**config.mk**
```make
export PLATFORM = sky130hd
export DESIGN_NAME = tls_client_hello_sni_locator_unit
export DESIGN_NICKNAME = d
export VERILOG_FILES = /design/src/rtl/tlssni_pkg.sv /design/src/rtl/tls_client_hello_sni_locator_unit.sv
export SDC_FILE = /design/constraint.sdc
export NUM_CORES = 1
export LEC_CHECK = 0
export ABC_AREA = 1
export BUFFER_PORTS_ARGS = -buffer_cell sky130_fd_sc_hd__buf_2
export CAP_MARGIN = 20
export CELL_PAD_IN_SITES_DETAIL_PLACEMENT = 0
export CELL_PAD_IN_SITES_GLOBAL_PLACEMENT = 2
export CORE_AREA = 2 2 266 268
export DETAILED_ROUTE_END_ITERATION = 12
export DIE_AREA = 0 0 268 270
export PLACE_DENSITY_LB_ADDON = 0.08
export REMOVE_ABC_BUFFERS = 1
export SYNTH_ARGS = -nofsm -noshare
export SYNTH_HDL_FRONTEND = slang
export SYNTH_SLANG_ARGS = --single-unit
```
**constraint.sdc**
```tcl
create_clock -name clk_i -period 24.9 [get_ports clk_i]
set_input_delay 2.49 -clock clk_i [delete_from_list [all_inputs] [get_ports clk_i]]
set_output_delay 2.49 -clock clk_i [all_outputs]
set_load 0.01 [all_outputs]
```
**src/rtl/tlssni_pkg.sv**
```systemverilog
// ----------------------------------------------------------------------------
// tlssni_pkg
// Shared types and constants of the TLS ClientHello server name locator.
// ----------------------------------------------------------------------------
package tlssni_pkg;

  typedef enum logic [3:0] {
    PH_HDR          = 4'd0,
    PH_CV           = 4'd1,
    PH_RANDOM       = 4'd2,
    PH_SID_LEN      = 4'd3,
    PH_SID          = 4'd4,
    PH_CS_LEN       = 4'd5,
    PH_CS           = 4'd6,
    PH_CM_LEN       = 4'd7,
    PH_CM           = 4'd8,
    PH_EXT_LEN      = 4'd9,
    PH_EXT_HDR      = 4'd10,
    PH_EXT_SKIP     = 4'd11,
    PH_SNI_LIST_LEN = 4'd12,
    PH_SNI_TYPE     = 4'd13,
    PH_SNI_HLEN     = 4'd14,
    PH_DONE         = 4'd15
  } phase_e;

  localparam int unsigned CfgIdxW  = 1;
  localparam int unsigned CfgDataW = 17;
  localparam int unsigned OffW     = 17;
  localparam int unsigned LenW     = 16;

  localparam logic [CfgIdxW-1:0] CFG_SPLIT_MODE   = 1'b0;
  localparam logic [CfgIdxW-1:0] CFG_FIXED_OFFSET = 1'b1;

  localparam logic [1:0] SPLIT_FIXED  = 2'd0;
  localparam logic [1:0] SPLIT_FIRST  = 2'd1;
  localparam logic [1:0] SPLIT_BEFORE = 2'd2;
  localparam logic [1:0] SPLIT_MIDDLE = 2'd3;

  localparam logic [7:0] REC_TYPE_HANDSHAKE = 8'h16;
  localparam logic [7:0] REC_MAJOR_VERSION  = 8'h03;
  localparam logic [7:0] HS_TYPE_HELLO      = 8'h01;
  localparam int unsigned RandomLen         = 32;

endpackage

```
**src/rtl/tls_client_hello_sni_locator_unit.sv**
```systemverilog
// ----------------------------------------------------------------------------
// tls_client_hello_sni_locator_unit
// Streaming locator of the server name in a TLS ClientHello payload.
// ----------------------------------------------------------------------------
// Usage:
//   Feed payload bytes on the input channel (data_byte_i, last_i) with
//   in_valid_i / in_ready_o, one byte per transfer. Every byte is parsed in
//   the cycle it is taken; only the transfer carrying last_i produces a
//   result on the output channel (out_valid_o / out_ready_i) in the next
//   cycle, from the output register.
//   Throughput: one byte per clock while in_ready_o is high. The parse state
//   lives in one set of registers updated by a single layer of logic per
//   byte, so the rate is set by that update path alone.
//   Stall: while a result waits and out_ready_i is low, in_ready_o drops;
//   it is high again in the cycle the result is taken.
//   Reset: clears all parse state, split_mode to 3, fixed_split_offset to 0.
//   Configuration: cfg_valid_i / cfg_ready_o, index 0 split_mode, index 1
//   fixed_split_offset; write only while the block is idle.
//   After each result all parse state returns to its reset value.
// ----------------------------------------------------------------------------
module tls_client_hello_sni_locator_unit #(
  parameter int unsigned PB = 17
) (
  input  logic                               clk_i,
  input  logic                               rst_ni,
  input  logic                               cfg_valid_i,
  output logic                               cfg_ready_o,
  input  logic [tlssni_pkg::CfgIdxW-1:0]     cfg_index_i,
  input  logic [tlssni_pkg::CfgDataW-1:0]    cfg_data_i,
  input  logic                               in_valid_i,
  output logic                               in_ready_o,
  input  logic [7:0]                         data_byte_i,
  input  logic                               last_i,
  output logic                               out_valid_o,
  input  logic                               out_ready_i,
  output logic                               hello_present_o,
  output logic [tlssni_pkg::LenW-1:0]        record_version_o,
  output logic [tlssni_pkg::LenW-1:0]        client_version_o,
  output logic [tlssni_pkg::OffW-1:0]        record_end_o,
  output logic [tlssni_pkg::OffW-1:0]        sni_ext_offset_o,
  output logic [tlssni_pkg::OffW-1:0]        host_offset_o,
  output logic [tlssni_pkg::LenW-1:0]        host_length_o,
  output logic [tlssni_pkg::OffW-1:0]        split_offset_o
);
  import tlssni_pkg::*;

  // sums of a position and a field value of up to 24 bits
  localparam int unsigned SW = ((PB > 24) ? PB : 24) + 1;
  localparam logic [PB-1:0] PosMax = '1;

  function automatic logic [PB-1:0] sat_pos(input logic [SW-1:0] x);
    sat_pos = (x > SW'(PosMax)) ? PosMax : x[PB-1:0];
  endfunction

  // configuration
  logic [1:0]          split_mode_q;
  logic [CfgDataW-1:0] fixed_off_q;

  // parse state
  logic [PB-1:0] bpos_q, bpos_d;
  phase_e        ph_q, ph_d;
  logic [23:0]   acc_q, acc_d;
  logic [16:0]   skip_q, skip_d;
  logic [PB-1:0] rec_end_q, rec_end_d, hs_end_q, hs_end_d, ext_end_q, ext_end_d;
  logic [PB-1:0] cur_end_q, cur_end_d, nl_end_q, nl_end_d;
  logic [15:0]   rv_q, rv_d, cv_q, cv_d, hlen_q, hlen_d;
  logic [PB-1:0] sni_off_q, sni_off_d, host_off_q, host_off_d;
  logic [2:0]    flags_q, flags_d;

  // output register
  logic                out_valid_q;
  logic                present_q;
  logic [15:0]         o_rv_q, o_cv_q, o_hl_q;
  logic [OffW-1:0]     o_re_q, o_so_q, o_ho_q, o_sp_q;

  logic          in_xfer;
  logic [PB-1:0] pos;
  logic [SW-1:0] pos_w;
  logic [23:0]   acc_sh;
  logic [16:0]   skip_dec;

  // deferred actions of one byte, resolved in order
  logic          fin, fin_ok;
  logic          do_skip, do_after, do_next, do_begin;
  phase_e        sk_ph, af_ph, bg_ph;
  logic [16:0]   sk_n;
  logic [2:0]    bg_n;
  logic [PB-1:0] bg_lim;

  // result computation
  logic          r_present;
  logic [15:0]   r_rv, r_cv, r_hl;
  logic [PB-1:0] r_re, r_so, r_ho, r_sp;

  assign cfg_ready_o = 1'b1;
  assign in_ready_o  = !out_valid_q || out_ready_i;
  assign in_xfer     = in_valid_i && in_ready_o;
  assign pos         = bpos_q + PB'(1);
  assign pos_w       = SW'(pos);

  always_comb begin
    bpos_d    = bpos_q;
    ph_d      = ph_q;
    acc_d     = acc_q;
    skip_d    = skip_q;
    rec_end_d = rec_end_q;
    hs_end_d  = hs_end_q;
    ext_end_d = ext_end_q;
    cur_end_d = cur_end_q;
    nl_end_d  = nl_end_q;
    rv_d      = rv_q;
    cv_d      = cv_q;
    hlen_d    = hlen_q;
    sni_off_d = sni_off_q;
    host_off_d = host_off_q;
    flags_d   = flags_q;
    fin = 1'b0; fin_ok = 1'b0;
    do_skip = 1'b0; do_after = 1'b0; do_next = 1'b0; do_begin = 1'b0;
    sk_ph = PH_DONE; af_ph = PH_DONE; bg_ph = PH_DONE;
    sk_n = '0; bg_n = '0; bg_lim = '0;
    acc_sh   = {acc_q[15:0], data_byte_i};
    skip_dec = skip_q - 17'd1;

    // parse the byte, unless the position has saturated
    if (in_xfer && (bpos_q != PosMax)) begin
      bpos_d = pos;
      if (ph_q == PH_DONE) begin
        // ignore trailing bytes
      end else if (ph_q == PH_HDR) begin
        acc_d = acc_sh;
        unique case (bpos_q)
          PB'(0): begin
            if (data_byte_i != REC_TYPE_HANDSHAKE) begin
              flags_d[0] = 1'b1;
              ph_d = PH_DONE;
            end
            acc_d = '0;
          end
          PB'(2): begin
            rv_d = acc_sh[15:0];
            if (acc_sh[15:8] != REC_MAJOR_VERSION) begin
              flags_d[0] = 1'b1;
              ph_d = PH_DONE;
            end
            acc_d = '0;
          end
          PB'(4): begin
            rec_end_d = sat_pos(SW'(5) + SW'(acc_sh[15:0]));
            acc_d = '0;
          end
          PB'(5): begin
            if (data_byte_i != HS_TYPE_HELLO) begin
              flags_d[1] = 1'b1;
              ph_d = PH_DONE;
            end
            acc_d = '0;
          end
          PB'(8): begin
            hs_end_d = sat_pos(SW'(9) + SW'(acc_sh));
            if (SW'(11 + RandomLen) > SW'(hs_end_d)) begin
              fin = 1'b1;
            end else begin
              do_begin = 1'b1; bg_ph = PH_CV; bg_n = 3'd2; bg_lim = hs_end_d;
            end
          end
          default: ;
        endcase
      end else if (skip_q == '0) begin
        fin = 1'b1;
      end else begin
        skip_d = skip_dec;
        if (ph_q == PH_RANDOM || ph_q == PH_SID || ph_q == PH_CS ||
            ph_q == PH_CM || ph_q == PH_EXT_SKIP) begin
          if (skip_dec == '0) begin
            do_after = 1'b1; af_ph = ph_q;
          end
        end else begin
          // collapse the extension type to a non-zero flag
          if (ph_q == PH_EXT_HDR && skip_dec == 17'd2) begin
            acc_sh = {23'd0, (acc_sh[15:0] != '0)};
          end
          acc_d = acc_sh;
          if (skip_dec == '0) begin
            unique case (ph_q)
              PH_CV: begin
                cv_d = acc_sh[15:0];
                do_skip = 1'b1; sk_ph = PH_RANDOM; sk_n = 17'(RandomLen);
              end
              PH_SID_LEN, PH_CS_LEN, PH_CM_LEN: begin
                if (pos_w + SW'(acc_sh) > SW'(hs_end_q)) begin
                  fin = 1'b1;
                end else begin
                  do_skip = 1'b1;
                  sk_n = acc_sh[16:0];
                  sk_ph = (ph_q == PH_SID_LEN) ? PH_SID :
                          (ph_q == PH_CS_LEN) ? PH_CS : PH_CM;
                end
              end
              PH_EXT_LEN: begin
                if (pos_w + SW'(acc_sh) > SW'(hs_end_q)) begin
                  fin = 1'b1;
                end else begin
                  ext_end_d = sat_pos(pos_w + SW'(acc_sh));
                  do_next = 1'b1;
                end
              end
              PH_EXT_HDR: begin
                if (pos_w + SW'(acc_sh[15:0]) > SW'(ext_end_q)) begin
                  fin = 1'b1;
                end else begin
                  cur_end_d = sat_pos(pos_w + SW'(acc_sh[15:0]));
                  if (acc_sh[23:16] != '0) begin
                    do_skip = 1'b1; sk_ph = PH_EXT_SKIP; sk_n = {1'b0, acc_sh[15:0]};
                  end else begin
                    sni_off_d = pos - PB'(4);
                    if (acc_sh[15:0] < 16'd2) begin
                      fin = 1'b1;
                    end else begin
                      do_begin = 1'b1; bg_ph = PH_SNI_LIST_LEN; bg_n = 3'd2;
                      bg_lim = cur_end_d;
                    end
                  end
                end
              end
              PH_SNI_LIST_LEN: begin
                if (pos_w + SW'(acc_sh) > SW'(cur_end_q)) begin
                  fin = 1'b1;
                end else begin
                  nl_end_d = sat_pos(pos_w + SW'(acc_sh));
                  if (pos_w + SW'(3) > SW'(nl_end_d)) begin
                    fin = 1'b1;
                  end else begin
                    do_begin = 1'b1; bg_ph = PH_SNI_TYPE; bg_n = 3'd1;
                    bg_lim = nl_end_d;
                  end
                end
              end
              PH_SNI_TYPE: begin
                if (acc_sh != '0) begin
                  fin = 1'b1; fin_ok = 1'b1;
                end else begin
                  do_begin = 1'b1; bg_ph = PH_SNI_HLEN; bg_n = 3'd2; bg_lim = nl_end_q;
                end
              end
              PH_SNI_HLEN: begin
                if (pos_w + SW'(acc_sh) > SW'(nl_end_q)) begin
                  fin = 1'b1;
                end else begin
                  host_off_d = pos;
                  hlen_d = acc_sh[15:0];
                  fin = 1'b1; fin_ok = 1'b1;
                end
              end
              default: fin = 1'b1;
            endcase
          end
        end
      end
    end

    // start a skip; an empty one moves on at once
    if (do_skip) begin
      if (sk_n == '0) begin
        do_after = 1'b1; af_ph = sk_ph;
      end else begin
        ph_d = sk_ph; skip_d = sk_n;
      end
    end

    // choose the field that follows a skipped block
    if (do_after) begin
      unique case (af_ph)
        PH_RANDOM: begin
          do_begin = 1'b1; bg_ph = PH_SID_LEN; bg_n = 3'd1; bg_lim = hs_end_d;
        end
        PH_SID: begin
          do_begin = 1'b1; bg_ph = PH_CS_LEN; bg_n = 3'd2; bg_lim = hs_end_d;
        end
        PH_CS: begin
          do_begin = 1'b1; bg_ph = PH_CM_LEN; bg_n = 3'd1; bg_lim = hs_end_d;
        end
        PH_CM: begin
          if (pos_w + SW'(2) > SW'(hs_end_d)) begin
            fin = 1'b1; fin_ok = 1'b1;
          end else begin
            do_begin = 1'b1; bg_ph = PH_EXT_LEN; bg_n = 3'd2; bg_lim = hs_end_d;
          end
        end
        default: do_next = 1'b1;
      endcase
    end

    // advance to the next extension header, or end the list
    if (do_next) begin
      if (pos_w + SW'(4) > SW'(ext_end_d)) begin
        fin = 1'b1; fin_ok = 1'b1;
      end else begin
        do_begin = 1'b1; bg_ph = PH_EXT_HDR; bg_n = 3'd4; bg_lim = ext_end_d;
      end
    end

    // open a fixed-size field if it fits inside its limit
    if (do_begin) begin
      if (pos_w + SW'(bg_n) > SW'(bg_lim)) begin
        fin = 1'b1; fin_ok = 1'b0;
      end else begin
        ph_d = bg_ph; skip_d = {14'd0, bg_n}; acc_d = '0;
      end
    end

    if (fin) begin
      if (fin_ok) flags_d[2] = 1'b1;
      ph_d = PH_DONE;
    end
  end

  // result of the payload as seen after this byte
  always_comb begin
    r_present = 1'b0;
    r_rv = '0; r_cv = '0; r_hl = '0;
    r_re = '0; r_so = '0; r_ho = '0; r_sp = '0;
    if (bpos_d >= PB'(5)) begin
      r_rv = rv_d;
      if (!flags_d[0] && rec_end_d <= bpos_d) begin
        r_re = rec_end_d;
        if (bpos_d >= PB'(9) && !flags_d[1] && hs_end_d <= bpos_d) begin
          r_present = flags_d[2];
          r_cv = cv_d;
          r_so = sni_off_d;
          r_ho = host_off_d;
          r_hl = hlen_d;
        end
      end
    end
    if (r_present) begin
      priority if (split_mode_q == SPLIT_FIXED) begin
        r_sp = PB'(fixed_off_q);
      end else if (split_mode_q == SPLIT_FIRST) begin
        r_sp = PB'(1);
      end else if (r_hl == '0) begin
        r_sp = (r_re > PB'(8)) ? (r_re >> 1) : '0;
      end else if (split_mode_q == SPLIT_BEFORE) begin
        r_sp = r_ho;
      end else begin
        r_sp = sat_pos(SW'(r_ho) + SW'(r_hl >> 1));
      end
    end
  end

  // configuration registers
  always_ff @(posedge clk_i or negedge rst_ni) begin
    if (!rst_ni) begin
      split_mode_q <= SPLIT_MIDDLE;
      fixed_off_q  <= '0;
    end else if (cfg_valid_i) begin
      unique case (cfg_index_i)
        CFG_SPLIT_MODE:   split_mode_q <= cfg_data_i[1:0];
        CFG_FIXED_OFFSET: fixed_off_q  <= cfg_data_i;
        default: ;
      endcase
    end
  end

  // parse state; clear it after the last byte
  always_ff @(posedge clk_i or negedge rst_ni) begin
    if (!rst_ni) begin
      bpos_q <= '0; ph_q <= PH_HDR; acc_q <= '0; skip_q <= '0;
      rec_end_q <= '0; hs_end_q <= '0; ext_end_q <= '0;
      cur_end_q <= '0; nl_end_q <= '0;
      rv_q <= '0; cv_q <= '0; hlen_q <= '0;
      sni_off_q <= '0; host_off_q <= '0; flags_q <= '0;
    end else if (in_xfer && last_i) begin
      bpos_q <= '0; ph_q <= PH_HDR; acc_q <= '0; skip_q <= '0;
      rec_end_q <= '0; hs_end_q <= '0; ext_end_q <= '0;
      cur_end_q <= '0; nl_end_q <= '0;
      rv_q <= '0; cv_q <= '0; hlen_q <= '0;
      sni_off_q <= '0; host_off_q <= '0; flags_q <= '0;
    end else begin
      bpos_q <= bpos_d; ph_q <= ph_d; acc_q <= acc_d; skip_q <= skip_d;
      rec_end_q <= rec_end_d; hs_end_q <= hs_end_d; ext_end_q <= ext_end_d;
      cur_end_q <= cur_end_d; nl_end_q <= nl_end_d;
      rv_q <= rv_d; cv_q <= cv_d; hlen_q <= hlen_d;
      sni_off_q <= sni_off_d; host_off_q <= host_off_d; flags_q <= flags_d;
    end
  end

  // output register: hold until taken, load on the last byte
  always_ff @(posedge clk_i or negedge rst_ni) begin
    if (!rst_ni) begin
      out_valid_q <= 1'b0;
    end else if (in_xfer && last_i) begin
      out_valid_q <= 1'b1;
    end else if (out_ready_i) begin
      out_valid_q <= 1'b0;
    end
  end

  always_ff @(posedge clk_i) begin
    if (in_xfer && last_i) begin
      present_q <= r_present;
      o_rv_q    <= r_rv;
      o_cv_q    <= r_cv;
      o_hl_q    <= r_hl;
      o_re_q    <= r_re[OffW-1:0];
      o_so_q    <= r_so[OffW-1:0];
      o_ho_q    <= r_ho[OffW-1:0];
      o_sp_q    <= r_sp[OffW-1:0];
    end
  end

  assign out_valid_o      = out_valid_q;
  assign hello_present_o  = present_q;
  assign record_version_o = o_rv_q;
  assign client_version_o = o_cv_q;
  assign record_end_o     = o_re_q;
  assign sni_ext_offset_o = o_so_q;
  assign host_offset_o    = o_ho_q;
  assign host_length_o    = o_hl_q;
  assign split_offset_o   = o_sp_q;

endmodule
```
==> results.yml <==
clocking:
  ctsHoldBuffers: 0
  cts_max_level: 2
  insertion_delay_ps: 620
  cts_buffer_depth: 3
  cts.sinks: 361
  post_cts_buffers: 0
  clk_pin_slew_ps: 60
  cts_resized: 0
  cts-root-buf: "clkbuf_16"
  numCtsBuffers: 46
  cts_tree: "built"
sta:
  setup_viol: 0
  max_freq_ghz: 0.0707
  period_share: 0.568
  tns_ps: 0
  fin_crit_ps: 14150
  worst_pin_slew_ps: 1030
  layout_setup_ws_ps: 10750
  clock_skew_ps: 63.8
  rsz0062_at_grt: "no"
  slew_viol_final: 0
  slew_headroom: 0.308
  hold_viol: 0
synthesis:
  synthArstFlopShare: 0.676
  synth_cell_type_count: 70
  ys.warnings.count: 0
  synth_area_sq_um: 27600
  synth-edff-count: 117
  seq_area_frac_synth: 0.349
  syn_avg_cell_area_sq_um: 7.35
  ys_ff_latch: 361
  synth_ff_type: "dfrtp_1"
  synthCells: 3751
grt:
  grt_max_degree: 138
  antenna_found_initial: 2
  track_usage: 0.315
  grt_pass1_wl_microns: 171000
  overflow: 0
  grt_pass1_vias: 26300
floorplanning:
  die_w_microns: 268
  ioPinCount: 152
  fp-row-count: 97
  dieArea_sq_um: 72400
  initial_core_util: 0.397
  die_h_microns: 270
  coreArea_sq_um: 69500
critical_path:
  end_kind: "flip-flop"
  crit_path_top_delay_cell: "clkinv_1"
  crit_top_cell: "nand2_1"
  crit_path_start_kind: "flip-flop"
  criticalPathCategory: "flip-flop to flip-flop"
  required_ps: 25350
  max_stage_delay_ps: 790
  cp_max_fo: 35
  arrival_ps: 14600
route:
  vias_per_cell: 5.57
  drc: 0
  firstDrtPassIters: 7
  final_antenna_net_count: 0
  drt_iter0_drc: 2282
  vias: 27000
  wire_per_inst_microns: 23.6
  routed_wl_microns: 115000
layout:
  n_fill_cell: 7222
  layout-drive-gt1-share: 0.105
  n_antenna_cell: 0
  layout.nets: 4137
  finalNonFillerCells: 4860
  syn_to_final_growth_pct: 12.4
pwr:
  p_leak_nw: 15.1
  worst_ir_drop_vdd_v: 0.0000685
  p_total_mw: 2.90
  p_per_area_nw_per_um2: 93.5
place:
  routabilityCongestion: 1.02
  io_buffers: 150
  hpwl_microns: 90200
  dp_slack_ps: 10710
  placed_cells: 4773
run:
  cap_violations: 0
hold_path:
  hold_path_class: "flip-flop to flip-flop"
run_status:
  status: "finished clean"
routing by layer:
| layer | share of wire | wire length (microns) | vias up | GRT usage |
|---|---|---|---|---|
| met5 | 0.00024 | 27 | - | 0 |
| met4 | 0.049 | 5650 | 4 | 0.139 |
| met3 | 0.057 | 6520 | 195 | 0.0367 |
| met2 | 0.45 | 52100 | 962 | 0.502 |
| met1 | 0.44 | 50500 | 13100 | 0.430 |
| li1 | - | - | 12800 | - |
placed cells by master, fill, tap and decap left out, types with 56 or more instances in the layout:
cell type	netlist	final
a21oi_1	215	214
buf_2	10	149
buf_4	8	56
dfrtp_1	242	242
edfxtp_1	117	117
ha_1	221	221
inv_1	464	464
nand2_1	682	681
nand3_1	142	142
nand4_1	89	89
nor2_1	596	593
o21ai_0	300	300
xor2_1	114	112
cell usage after synthesis, types with 13 or more instances:
master	count	area, sq um
a211oi_1	17	128
a21oi_1	215	1080
a31oi_1	13	81.3
clkbuf_1	91	342
clkinv_1	13	48.8
dfrtp_1	242	6060
edfxtp_1	117	3510
ha_1	221	2770
inv_1	464	1740
inv_2	17	63.8
mux2_2	15	169
nand2_1	682	2560
nand2_2	15	93.8
nand3_1	142	711
nand4_1	89	557
nor2_1	596	2240
nor3_1	53	265
nor4_1	41	257
o211ai_1	39	293
o21ai_0	300	1500
o221ai_1	15	131
o22ai_1	34	213
or2_2	13	81.3
xnor2_1	19	166
xor2_1	114	998
worst max-delay path, delay by kind of cell, from the launching register on:
kind,cells,cell delay [ps]
xor gates and xnor gates,3,1090
adders and majority gates,6,2460
buffers and inverters,5,1430
and+or+nand+nor,23,4260
AOI/OAI and AO/OA,24,4280
DFF,1,370
metrics by stage:
stage	util	cell area, sq um	hold WS, ps
6_report	0.446	31000	489
5_1_grt	0.446	31000	512
4_1_cts	0.446	31000	495
3_5_place_dp	0.423	29400	479
3_3_place_gp	0.423	29400	465
2_1_floorplan	-	27000	448
where the power goes:
| group | total (mW) | leakage, nW | internal [mW] | switching, mW |
|---|---|---|---|---|
| clock | 0.695 | 0.759 | 0.405 | 0.290 |
| combinational | 1.47 | 9.86 | 0.434 | 1.04 |
| sequential | 0.728 | 4.44 | 0.657 | 0.0719 |
cells by family after synthesis:
kind of cell,synth area share
other,0.000136
muxes,0.00939
xor gates and xnor gates,0.0434
adders and majority gates,0.102
and+or+nand+nor,0.261
AOI/OAI and AO/OA,0.147
DFF,0.349
buffers and inverters,0.0884
final timing paths:
path	start	end	slack (ps)	depth (start not counted)
min reg2reg	fixed_off_q[0]	fixed_off_q[0]	490	2
max reg2reg	bpos_q[1]	skip_q[11]	10750	61
min	fixed_off_q[0]	fixed_off_q[0]	490	2
max	bpos_q[1]	skip_q[11]	10750	61
max in group asynchronous	rst_ni	rv_q[1]	21670	2
min in group asynchronous	rst_ni	cur_end_q[6]	1850	1
cell type report:
| type | count | area [sq um] | share of cell area |
|---|---|---|---|
| timing repair buffer | 207 | 1210 | 0.0390 |
| sequential | 361 | 9620 | 0.310 |
| clock buffer | 63 | 1270 | 0.0411 |
| inverter | 496 | 1880 | 0.0605 |
| tap | 940 | 1180 | 0.0379 |
| clock inverter | 23 | 288 | 0.00928 |
| multi-input combinational | 2770 | 15600 | 0.502 |
Note: power is estimated with default switching activity, not from simulation.
